### src/hdl/i2ra_pkg.sv
`default_nettype none
package i2ra_pkg;

  typedef enum logic [2:0] {
    ST_IDLE,
    ST_DIV,
    ST_SIGN,
    ST_READ,
    ST_EMIT
  } state_t;

  localparam logic [5:0] RADIX_RESET = 6'd16;
  localparam logic [5:0] RADIX_MIN   = 6'd2;
  localparam logic [5:0] RADIX_MAX   = 6'd36;
  localparam logic [5:0] DIGIT_TEN   = 6'd10;

  localparam logic [6:0] CHAR_NUL      = 7'h00;
  localparam logic [6:0] CHAR_MINUS    = 7'h2D;
  localparam logic [6:0] CHAR_ZERO     = 7'h30;
  localparam logic [6:0] CHAR_LETTER_A = 7'h61;

  // register index decoded from paddr[2]
  localparam logic ADDR_RADIX = 1'b0;

  function automatic logic [6:0] digit_char(input logic [5:0] d);
    logic [5:0] off;
    off = d - DIGIT_TEN;
    if (d < DIGIT_TEN) begin
      return CHAR_ZERO + {1'b0, d};
    end else begin
      return CHAR_LETTER_A + {1'b0, off};
    end
  endfunction

endpackage
`default_nettype wire

### src/hdl/integer_to_radix_ascii.sv
// Operation: a bit-serial restoring divider produces each digit as a remainder,
// least significant digit first; a negative number then emits a minus sign.
// Each digit is then read from the store and output, most significant first.
// Throughput: one request at a time; busy is high from accept to the last character.
// Invalid radix: one NUL character flagged last, the cycle after accept.
// Reset: radix returns to 16, digit count and sign flag clear, no output pending.
`default_nettype none
module integer_to_radix_ascii #(
  parameter int VALUE_WIDTH = 32
) (
  input  wire logic                          clk,
  input  wire logic                          rst,
  input  wire logic                          start,
  input  wire logic signed [VALUE_WIDTH-1:0] number,
  output logic                               busy,
  output logic                               strobe,
  output logic [6:0]                         character,
  output logic                               last_char,
  input  wire logic                          psel,
  input  wire logic                          penable,
  input  wire logic                          pwrite,
  input  wire logic [2:0]                    paddr,
  input  wire logic [31:0]                   pwdata,
  output logic [31:0]                        prdata,
  output logic                               pready
);
  import i2ra_pkg::*;

  localparam int CNT_W = $clog2(VALUE_WIDTH + 1);
  localparam int IDX_W = $clog2(VALUE_WIDTH);
  localparam logic [IDX_W-1:0] BIT_LAST = IDX_W'(VALUE_WIDTH - 1);
  localparam logic [CNT_W-1:0] CNT_LAST = CNT_W'(VALUE_WIDTH - 1);

  state_t state, state_next;
  logic [5:0]             radix;
  logic [VALUE_WIDTH-1:0] mag, mag_next;
  logic [5:0]             rem, rem_next;
  logic [IDX_W-1:0]       bit_cnt, bit_cnt_next;
  logic                   qnz, qnz_next;
  logic [CNT_W-1:0]       digit_count, digit_count_next;
  logic                   negative_flag, negative_flag_next;
  logic [IDX_W-1:0]       rd_ptr, rd_ptr_next;
  logic                   strobe_next, last_char_next;
  logic [6:0]             character_next;

  logic [5:0] digit_store [VALUE_WIDTH];
  logic [5:0] rd_data;
  logic       store_we;

  logic [VALUE_WIDTH-1:0] num_u;
  logic [6:0]             rem_sh, rem_new;
  logic                   q_bit, radix_ok, cfg_wr;

  // configuration port
  assign pready = 1'b1;
  assign cfg_wr = psel & penable & pwrite;
  assign prdata = (paddr[2] == ADDR_RADIX) ? {26'd0, radix} : 32'd0;

  always_ff @(posedge clk) begin
    if (rst) begin
      radix <= RADIX_RESET;
    end else if (cfg_wr && paddr[2] == ADDR_RADIX) begin
      radix <= pwdata[5:0];
    end
  end

  // one quotient bit per cycle
  assign num_u    = number;
  assign rem_sh   = {rem, mag[VALUE_WIDTH-1]};
  assign q_bit    = rem_sh >= {1'b0, radix};
  assign rem_new  = q_bit ? (rem_sh - {1'b0, radix}) : rem_sh;
  assign radix_ok = (radix >= RADIX_MIN) && (radix <= RADIX_MAX);
  assign busy     = (state != ST_IDLE);

  always_comb begin
    state_next         = state;
    mag_next           = mag;
    rem_next           = rem;
    bit_cnt_next       = bit_cnt;
    qnz_next           = qnz;
    digit_count_next   = digit_count;
    negative_flag_next = negative_flag;
    rd_ptr_next        = rd_ptr;
    strobe_next        = 1'b0;
    character_next     = character;
    last_char_next     = last_char;
    store_we           = 1'b0;
    case (state)
      ST_IDLE: begin
        if (start) begin
          if (!radix_ok) begin
            strobe_next    = 1'b1;
            character_next = CHAR_NUL;
            last_char_next = 1'b1;
          end else begin
            negative_flag_next = number[VALUE_WIDTH-1];
            mag_next           = number[VALUE_WIDTH-1] ? (~num_u + 1'b1) : num_u;
            rem_next           = 6'd0;
            bit_cnt_next       = '0;
            qnz_next           = 1'b0;
            digit_count_next   = '0;
            state_next         = ST_DIV;
          end
        end
      end
      ST_DIV: begin
        mag_next = {mag[VALUE_WIDTH-2:0], q_bit};
        rem_next = rem_new[5:0];
        qnz_next = qnz | q_bit;
        if (bit_cnt == BIT_LAST) begin
          // digit done: remainder goes to the store, quotient stays in mag
          store_we         = 1'b1;
          digit_count_next = digit_count + 1'b1;
          rd_ptr_next      = digit_count[IDX_W-1:0];
          rem_next         = 6'd0;
          qnz_next         = 1'b0;
          bit_cnt_next     = '0;
          if (!(qnz | q_bit) || digit_count == CNT_LAST) begin
            state_next = negative_flag ? ST_SIGN : ST_READ;
          end
        end else begin
          bit_cnt_next = bit_cnt + 1'b1;
        end
      end
      ST_SIGN: begin
        strobe_next    = 1'b1;
        character_next = CHAR_MINUS;
        last_char_next = 1'b0;
        state_next     = ST_READ;
      end
      ST_READ: begin
        state_next = ST_EMIT;
      end
      ST_EMIT: begin
        strobe_next    = 1'b1;
        character_next = digit_char(rd_data);
        last_char_next = (rd_ptr == '0);
        if (rd_ptr == '0) begin
          state_next = ST_IDLE;
        end else begin
          rd_ptr_next = rd_ptr - 1'b1;
          state_next  = ST_READ;
        end
      end
      default: begin
        state_next = ST_IDLE;
      end
    endcase
  end

  always_ff @(posedge clk) begin
    if (rst) begin
      state         <= ST_IDLE;
      strobe        <= 1'b0;
      digit_count   <= '0;
      negative_flag <= 1'b0;
    end else begin
      state         <= state_next;
      strobe        <= strobe_next;
      digit_count   <= digit_count_next;
      negative_flag <= negative_flag_next;
    end
  end

  always_ff @(posedge clk) begin
    mag       <= mag_next;
    rem       <= rem_next;
    bit_cnt   <= bit_cnt_next;
    qnz       <= qnz_next;
    rd_ptr    <= rd_ptr_next;
    character <= character_next;
    last_char <= last_char_next;
  end

  // digit store, least significant digit at index 0
  always_ff @(posedge clk) begin
    if (store_we) begin
      digit_store[digit_count[IDX_W-1:0]] <= rem_new[5:0];
    end
    rd_data <= digit_store[rd_ptr];
  end

  a_done_flags_last: assert property (@(posedge clk) disable iff (rst)
    $fell(busy) |-> strobe && last_char)
    else $error("busy fell without a final character");

  a_count_bound: assert property (@(posedge clk) disable iff (rst)
    digit_count <= CNT_W'(VALUE_WIDTH))
    else $error("digit count beyond store depth");

  a_bad_radix: assert property (@(posedge clk) disable iff (rst)
    start && !busy && !radix_ok |=> strobe && last_char && character == CHAR_NUL)
    else $error("invalid radix did not give a single NUL");

endmodule
`default_nettype wire
### config.mk
export PLATFORM = sky130hd
export DESIGN_NAME = integer_to_radix_ascii
export DESIGN_NICKNAME = d
export VERILOG_FILES = /design/src/hdl/i2ra_pkg.sv /design/src/hdl/integer_to_radix_ascii.sv
export SDC_FILE = /design/constraint.sdc
export NUM_CORES = 1
export LEC_CHECK = 0
export BUFFER_PORTS_ARGS = -buffer_cell sky130_fd_sc_hd__buf_2
export CAP_MARGIN = 10
export CORE_MARGIN = 8
export CORE_UTILIZATION = 40
export DETAILED_ROUTE_END_ITERATION = 8
export GPL_TIMING_DRIVEN = 0
export PLACE_DENSITY = 0.56
export SYNTH_ARGS = -nofsm -noshare
export SYNTH_HDL_FRONTEND = slang
export SYNTH_SLANG_ARGS = --single-unit
### constraint.sdc
create_clock -name clk -period 6.15 [get_ports clk]
set_clock_uncertainty 0.05 [all_clocks]
set_input_delay 0.9225 -clock clk [delete_from_list [all_inputs] [get_ports clk]]
set_output_delay 0.9225 -clock clk [all_outputs]
set_load 0.1 [all_outputs]
# Word level (Yosys, flattened, before mapping)
# Memory sizes are Yosys's and may differ from the RTL's. A register that Yosys moved wholly into a read port is not among the register bits.
# Index checks and enable logic that the tools add are counted.
# Widths: inputs -> output; s select.
[op_classes]
muxes = 44
bitwise_logic = 5
mul = 0
reduce_logical = 17
n_addsub = 8
n_shift = 0
magnitude_cmp = 4
div = 0
n_eq_ne = 12
[op_table]
columns = ["cell", "count"]
rows = [
  ["$mux 32", 3],
  ["$pmux 32 s2", 1],
  ["$mux 6", 6],
  ["$add 32x1->32 const B", 1],
  ["$not 32->32", 1],
  ["$mux 5", 5],
  ["$pmux 6 s2", 2],
  ["$mux 7", 3],
  ["$pmux 7 s3", 1],
  ["$pmux 5 s2", 2],
  ["$pmux 3 s5", 1],
  ["$mux 1", 12],
  ["$mux 3", 4],
  ["$ne 2x2->1 const B", 6],
  ["$reduce_and 3->1", 4],
  ["$reduce_and 4->1", 2],
  ["$add 6x6->7 const A", 1],
  ["$add 7x6->7 const A", 1],
  ["$ge 7x6->1", 1],
  ["$add 6x1->6 const B", 1],
  ["$eq 3x2->1 const B", 2],
  ["$eq 6x5->1 const B", 1],
  ["$ge 6x2->1 const B", 1],
  ["$le 6x6->1 const B", 1],
  ["22 further kinds", 27],
]
[totals]
reg_bits = 74
latch_bits = 0
ram_bits = 192
romBits = 0
output_inout_bits = 43
mem_count = 1
[mem_list]
columns = ["memory", "depth", "width", "rd", "rd_ports_with_merged_regs", "write_ports", "line", "source"]
rows = [
  ["digit_store", 32, 6, 1, 1, 1, "integer_to_radix_ascii.sv:46", "logic [5:0] digit_store [VALUE_WIDTH];"],
]

# Logic depth before layout (Yosys ltp)
# Gate-level depths: netlist of run 1.
[logic_depth]
depth_word = 7
mapped_depth = 9
depth_no_buf = 8

# Worst setup path after synthesis of run 1
# No wires, ideal clock.
[synth_path]
path_type = "register to register"
start = "register state[0]"
end = "register bit_cnt[0] (enable)"
required_ns = 5.594
arrival_ns = 4.409
path_stages_with_launch = 5
path_slack_ns = 1.185
setup_time_ns = 0.506
period_less_slack_ns = 4.965
cell_sequence = "dfxtp_1 clkbuf_1 nor3_1 inv_1 o21ai_0"
[synth_via]
elab_chain_len = 3
word_cells_on_any_way = 6
[synth_lines]
columns = ["item", "line", "source"]
rows = [
  ["from (decl)", "integer_to_radix_ascii.sv:34", "state_t state, state_next;"],
  ["from (signal assigned)", "integer_to_radix_ascii.sv:158", "state <= state_next;"],
  ["$eq 3x1->1 / $logic_not 3->1 (equally long branches)", "integer_to_radix_ascii.sv:88", "case (state)"],
  ["$reduce_bool 2->1 (no source line) / $ne 2x2->1 (equally long branches)", "n/a", ""],
  ["$reduce_and 3->1 (no source line) *", "n/a", ""],
  ["to (signal assigned)", "integer_to_radix_ascii.sv:168", "bit_cnt <= bit_cnt_next;"],
  ["to (decl)", "integer_to_radix_ascii.sv:38", "logic [IDX_W-1:0] bit_cnt, bit_cnt_next;"],
]
# Mark *: on every way between the ends. The rest lies on a longest branch, timed or not.
# A chain may end at the register's enable or synchronous reset.

# Final worst setup path of run 1
[layout_path]
start = "register radix[4]"
end = "memory digit_store[8][1], data pin"
[layout_via]
elab_chain_len = 2
[layout_lines]
columns = ["item", "line", "source"]
rows = [
  ["from (decl)", "integer_to_radix_ascii.sv:35", "logic [5:0] radix;"],
  ["from (signal assigned)", "integer_to_radix_ascii.sv:63", "radix <= pwdata[5:0];"],
  ["$ge 7x6->1", "integer_to_radix_ascii.sv:70", "assign q_bit = rem_sh >= {1'b0, radix};"],
  ["$mux 6", "integer_to_radix_ascii.sv:71", "assign rem_new = q_bit ? (rem_sh - {1'b0, radix}) : rem_sh;"],
  ["net rem_new[1]", "integer_to_radix_ascii.sv:51", "logic [6:0] rem_sh, rem_new;"],
  ["to (decl)", "integer_to_radix_ascii.sv:46", ""],
]
# The timed path passes the listed nets, and every way through them passes these cells.

==> results of run 1 <==
==> path summary, 6_finish.rpt <==
kind | endpoint | slack, ns | cells past startpoint
min reg2reg | radix[4]$_SDFFE_PP1P_ | 0.42 | 1
min | radix[4]$_SDFFE_PP1P_ | 0.42 | 1
max reg2reg | digit_store[8][1]$_DFFE_PP_ | 2.70 | 8
max | digit_store[8][1]$_DFFE_PP_ | 2.70 | 8
==> power by group through the flow <==
stage               clock (W)  combinational (W)  sequential, W
detailed placement          0           0.000856        0.00246
global route          0.00198           0.000950        0.00243
CTS                   0.00191           0.000856        0.00242
floorplan                   0           0.000511        0.00249
finish                0.00187           0.000870        0.00242
global placement            0           0.000796        0.00248
==> cell usage in the layout (no fill, tap or decap), drive strengths merged, types with 5 or more instances in the layout <==
cell,n
ha,20
mux4,48
nor2,84
inv,28
nand3,8
nor3b,5
nand2b,8
nand2,69
or3b,5
or3,9
o31ai,6
nand4,8
mux2i,22
nor4,7
nand4b,5
xnor2,13
a21oi,26
conb,27
nor3,21
clkinv,12
buf,107
edfxtp,249
nor2b,11
o41ai,6
and3,5
xor2,29
o21ai,46
clkbuf,64
a211o,6
o22ai,5
dfxtp,23
==> cell usage after synthesis, drive strengths merged, types with 4 or more instances <==
cell type and number:
o21ai 46, buf 44, ha 20, clkbuf 27, nor2 84, nand2b 8
o31ai 6, a21o 4, mux2i 22, mux4 48, xor2 29, nor2b 11
or3 9, dfxtp 23, or4 4, nand3b 4, edfxtp 249, xnor2 13
nor3b 5, a211o 6, inv 27, nand2 69, o22ai 5, a21oi 26
o41ai 6, or3b 5, nand3 8, nand4b 5, nand4 8, and3 5
nor4 7, nor3 21
==> area by class of cell <==
type	instances	share of cell area
Buffer	71	0.0276
Clock buffer	37	0.0577
Clock inverter	20	0.0147
Inverter	28	0.00723
Multi-Input combinational cell	547	0.286
Sequential cell	272	0.546
Tap cell	396	0.0341
Timing Repair Buffer	63	0.0259
==> routing by layer <==
metal  up-vias  track usage  routed length [um]
li1       3581            -                   -
met1      3789        0.210               13000
met2       191        0.261               14200
met3        37       0.0206                1440
met4         0       0.0320                 454
met5         -            0                   0
==> critical path, cell delays in order, from the launching register on <==
cell and delay [ns]:
dfxtp_1 0.32, inv_1 0.10, ha_1 0.36, a21o_1 0.18
a211o_1 0.29, a41oi_1 0.37, clkbuf_1 0.39, or2_2 0.20
nand2_1 0.63
==> cells by family after synthesis <==
kind of cell / count (synthesis) / share of synthesized area
other cells: 2 / 0.000601
buf+inv: 99 / 0.0405
xor+xnor: 42 / 0.0294
flops: 272 / 0.635
compound gates: 125 / 0.0634
simple gates: 259 / 0.102
mux: 73 / 0.107
fa+ha+maj: 21 / 0.0216
==> state kept, by name, summed over array words and instances (netlist names) <==
signal         cells
rem                6
strobe             1
digit_store      192
qnz                1
bit_cnt            5
digit_count        6
negative_flag      1
last_char          1
state              3
character          7
rd_ptr             5
mag               32
radix              6
rd_data            6
==> through the flow <==
stage | TNS [ns] | utilization | hold slack, ns | instances
floorplan | 0 | - | 0.385 | 918
global placement | -15.28 | 0.436 | 0.395 | 1372
detailed placement | 0 | 0.438 | 0.404 | 1375
CTS | 0 | 0.473 | 0.418 | 1432
global route | 0 | 0.474 | 0.431 | 1434
finish | 0 | 0.474 | 0.421 | 1434
==> impl_metrics.env, run 1 <==
export IMPL_syn_avg_cell_area_um2=14.0
export IMPL_die_x_um=193
export IMPL_endpoint_kind="flip-flop"
export IMPL_core_region_area_um2=30700
export IMPL_cts_repair_resized=0
export IMPL_drtIter0Drc=550
export IMPL_crit_type="flip-flop to flip-flop"
export IMPL_routed_wl_um=29200
export IMPL_grt_max_degree=34
export IMPL_gp_congestion=0.820
export IMPL_synthCells=893
export IMPL_syn_to_final_growth_pct=16.3
export IMPL_insertedDiodeCount=0
export IMPL_path_max_fanout=32
export IMPL_worstPathArrival_ns=3.42
export IMPL_cts_root_buf="clkbuf_16"
export IMPL_hpwl_um=20100
export IMPL_yosys_area_top_type_share=0.598
export IMPL_cts_clk_slew_worst_paths_ns=0.06
export IMPL_antenna_found_initial=0
export IMPL_rows=64
export IMPL_dominantRegCellSynth="edfxtp_1"
export IMPL_io_pins=116
export IMPL_fin_area_um2=14500
export IMPL_relSlewSlack=0.259
export IMPL_layout_drive_gt1_share=0.210
export IMPL_n_fill_cell=2704
export IMPL_clock_power_share=0.363
export IMPL_p_switching_w=0.00142
export IMPL_grt_pass1_vias=7355
export IMPL_firstDrtPassIters=5
export IMPL_cap_viol_max_count=0
export IMPL_synth_top_area_cell="edfxtp_1"
export IMPL_outcome="completed"
export IMPL_place_ws_ns=2.67
export IMPL_ys_seq_elements=272
export IMPL_holdCritPathClass="flip-flop to flip-flop"
export IMPL_r2r_start="radix[4]$_SDFFE_PP1P_"
export IMPL_wl_per_cell_um=20.3
export IMPL_fin_nets=1108
export IMPL_cts_tree="yes"
export IMPL_worst_slack_ns=2.70
export IMPL_cts_buffers=31
export IMPL_fmax_ghz=0.289
export IMPL_cts_setup_buffers=0
export IMPL_grt_pass1_wl_um=44100
export IMPL_h_tree_depth=1
export IMPL_p_int_w=0.00375
export IMPL_cp_startpoint="radix[4]$_SDFFE_PP1P_"
export IMPL_finalCriticalPeriod_ns=3.45
export IMPL_synth_area_um2=12500
export IMPL_p_comb_frac=0.169
export IMPL_port_buffers=58
export IMPL_min_period_over_period=0.562
export IMPL_overflow=0
export IMPL_finalHoldViolCount=0
export IMPL_yosysSeqAreaShare=0.635
export IMPL_synth_top_cells_by_area="edfxtp_1 (60%), mux4_2 (8.7%), dfxtp_1 (3.7%)"
export IMPL_placed_area_um2=13400
export IMPL_synth_distinct_cells=67
export IMPL_required_ns=6.11
export IMPL_ant_nets=0
export IMPL_switching_share=0.274
export IMPL_synth_edf_count=249
export IMPL_vias=7598
export IMPL_clk_path_buf_depth=3
export IMPL_finalMaxSlewViolations=0
export IMPL_ys_warn_count=0
export IMPL_regArea_um2=7940
export IMPL_setup_violations=0
export IMPL_clk_latency_ns=0.56
export IMPL_initial_utilization=0.407
export IMPL_die_area_um2=37200
export IMPL_worst_setup_path_start_kind="flip-flop"
export IMPL_die_y_um=193
export IMPL_power_leakage_nw=5.13
export IMPL_clock_sinks=272
export IMPL_async_flop_share=0
export IMPL_multiInputGateArea_um2=4160
export IMPL_rsz0062_at_grt="false"
export IMPL_p_seq_frac=0.468
export IMPL_track_usage=0.154
export IMPL_tightest_slew_ns=1.11
export IMPL_holdCritStartpoint="radix[4]$_SDFFE_PP1P_"
export IMPL_post_drt_via_cell_ratio=5.30
export IMPL_cts_hold_buffers=0
export IMPL_p_total_w=0.00516
export IMPL_vdd_ir_drop_worst_mv=0.223
export IMPL_p_per_area_nw_per_um2=355
export IMPL_drc=0
(Power assumes the default switching activity.)
==> run 2, diff against run 1 <==
clock period = 3.5 ns   (was 6.15 ns; I/O delays follow)
==> impl_metrics.env, run 2 (synthesized netlist as in run 1, its figures left out) <==
export IMPL_outcome="completed"
export IMPL_endpoint_kind="flip-flop"
export IMPL_use_met2=0.269
export IMPL_mostFrequentLayoutCell="edfxtp_1"
export IMPL_p_per_area_nw_per_um2=620
export IMPL_tns_ns=0
export IMPL_core_region_area_um2=30700
export IMPL_syn_to_final_growth_pct=15.7
export IMPL_largest_register_ffs=192
export IMPL_track_usage=0.158
export IMPL_hpwl_um=20500
export IMPL_final_core_util=0.471
export IMPL_cts_root_buf="clkbuf_16"
export IMPL_crit_type="flip-flop to flip-flop"
export IMPL_grt_pass1_vias=7668
export IMPL_gp_congestion=0.822
export IMPL_p_int_w=0.00652
export IMPL_p_seq_frac=0.474
export IMPL_required_ns=3.84
export IMPL_clk_latency_ns=0.56
export IMPL_initial_utilization=0.407
export IMPL_drtIter0Drc=491
export IMPL_min_period_over_period=0.921
export IMPL_p_total_w=0.00896
export IMPL_die_x_um=193
export IMPL_p_switching_w=0.00245
export IMPL_rows=64
export IMPL_whs_ns=0.146
export IMPL_place_inst=1374
export IMPL_path_max_fanout=24
export IMPL_wl_per_cell_um=20.8
export IMPL_cts_buffers=30
export IMPL_holdCritPathClass="input pin to flip-flop"
export IMPL_routed_wl_um=29600
export IMPL_rsz0062_at_grt="false"
export IMPL_final_cell_mix="edfxtp_1 (249), nor2_1 (84), nand2_1 (66), buf_2 (65), mux4_2 (48)"
export IMPL_relSlewSlack=0.412
export IMPL_firstDrtPassIters=5
export IMPL_worst_setup_path_start_kind="flip-flop"
export IMPL_cts_clk_slew_worst_paths_ns=0.06
export IMPL_cap_viol_max_count=0
export IMPL_cts_tree="yes"
export IMPL_antenna_found_initial=1
export IMPL_cts_setup_buffers=0
export IMPL_grt_util_met3=0.0199
export IMPL_vias=7577
export IMPL_finalHoldViolCount=0
export IMPL_finalCriticalPeriod_ns=3.23
export IMPL_post_drt_via_cell_ratio=5.31
export IMPL_grt_pass1_wl_um=45100
export IMPL_drc=0
export IMPL_overflow=0
export IMPL_grt_busiest_layer="met2"
export IMPL_finalMaxSlewViolations=0
export IMPL_setup_violations=0
export IMPL_io_pins=116
export IMPL_worstPathArrival_ns=3.56
export IMPL_clk_path_buf_depth=3
export IMPL_clock_power_share=0.357
export IMPL_grt_max_degree=34
export IMPL_ant_nets=0
export IMPL_switching_share=0.273
export IMPL_stdcell_count=1427
export IMPL_grt_util_met1=0.209
export IMPL_tightest_slew_ns=0.881
export IMPL_die_area_um2=37200
export IMPL_layout_drive_gt1_share=0.206
export IMPL_die_y_um=193
export IMPL_fin_nets=1104
export IMPL_fmax_ghz=0.310
export IMPL_clock_sinks=272
export IMPL_port_buffers=58
export IMPL_power_leakage_nw=5.10
export IMPL_vdd_ir_drop_worst_mv=0.447
export IMPL_p_comb_frac=0.170
export IMPL_h_tree_depth=1
## run 2: stage by stage
stage | instance area [um2] | setup WS, ns
after CTS | 14500 | 0.272
after floorplan | 12600 | 0.533
after global routing | 14500 | 0.0861
after global placement | 13400 | -0.615
final | 14500 | 0.275
after detailed placement | 13400 | -0.0727
## run 2: routing by layer
metal	wire length, um	share of wire
met1	12800	0.43
met3	1350	0.045
met2	14800	0.50
met5	0	0
met4	709	0.024
## run 2: timing repair
action | in CTS | in global routing
endpoints found under the setup margin | 96 | 0
hold buffers | 0 | 0
resized for setup | 3 | 0
## run 2: worst paths after layout
check,from,to,slack [ns],depth (start not counted)
worst max-delay path,radix[4]$_SDFFE_PP1P_,digit_store[17][5]$_DFFE_PP_,0.27,9
worst min-delay path,pwdata[2],radix[2]$_SDFFE_PP0P_,0.15,3
worst max register to register,radix[4]$_SDFFE_PP1P_,digit_store[17][5]$_DFFE_PP_,0.27,9
worst min register to register,radix[4]$_SDFFE_PP1P_,radix[4]$_SDFFE_PP1P_,0.44,1
## run 2: layout make-up
class | count | area, um2
diodes | 1 | 2.50
plain buffers | 71 | 402
clock buffers | 38 | 791
clock inverters | 14 | 206
fillers | 2740 | 16200
inverters | 28 | 105
multi-input cells | 547 | 4180
flip-flops and latches | 272 | 7940
well taps | 396 | 495
repair buffers | 60 | 338
## run 2: critical path, cell delays in order, from the launching register on
cell	delay [ns]
dfxtp_1	0.34
inv_1	0.10
ha_1	0.37
a21o_1	0.18
a211o_1	0.29
a41oi_1	0.39
clkbuf_1	0.42
nor4b_1	0.17
nor3_4	0.52
buf_16	0.22
## run 2: power by group through the flow
stage | sequential (W) | combinational (W) | clock (W)
floorplan | 0.00437 | 0.000905 | 0
global placement | 0.00433 | 0.00141 | 0
detailed placement | 0.00432 | 0.00152 | 0
CTS | 0.00425 | 0.00153 | 0.00326
global route | 0.00426 | 0.00167 | 0.00339
finish | 0.00425 | 0.00152 | 0.00320
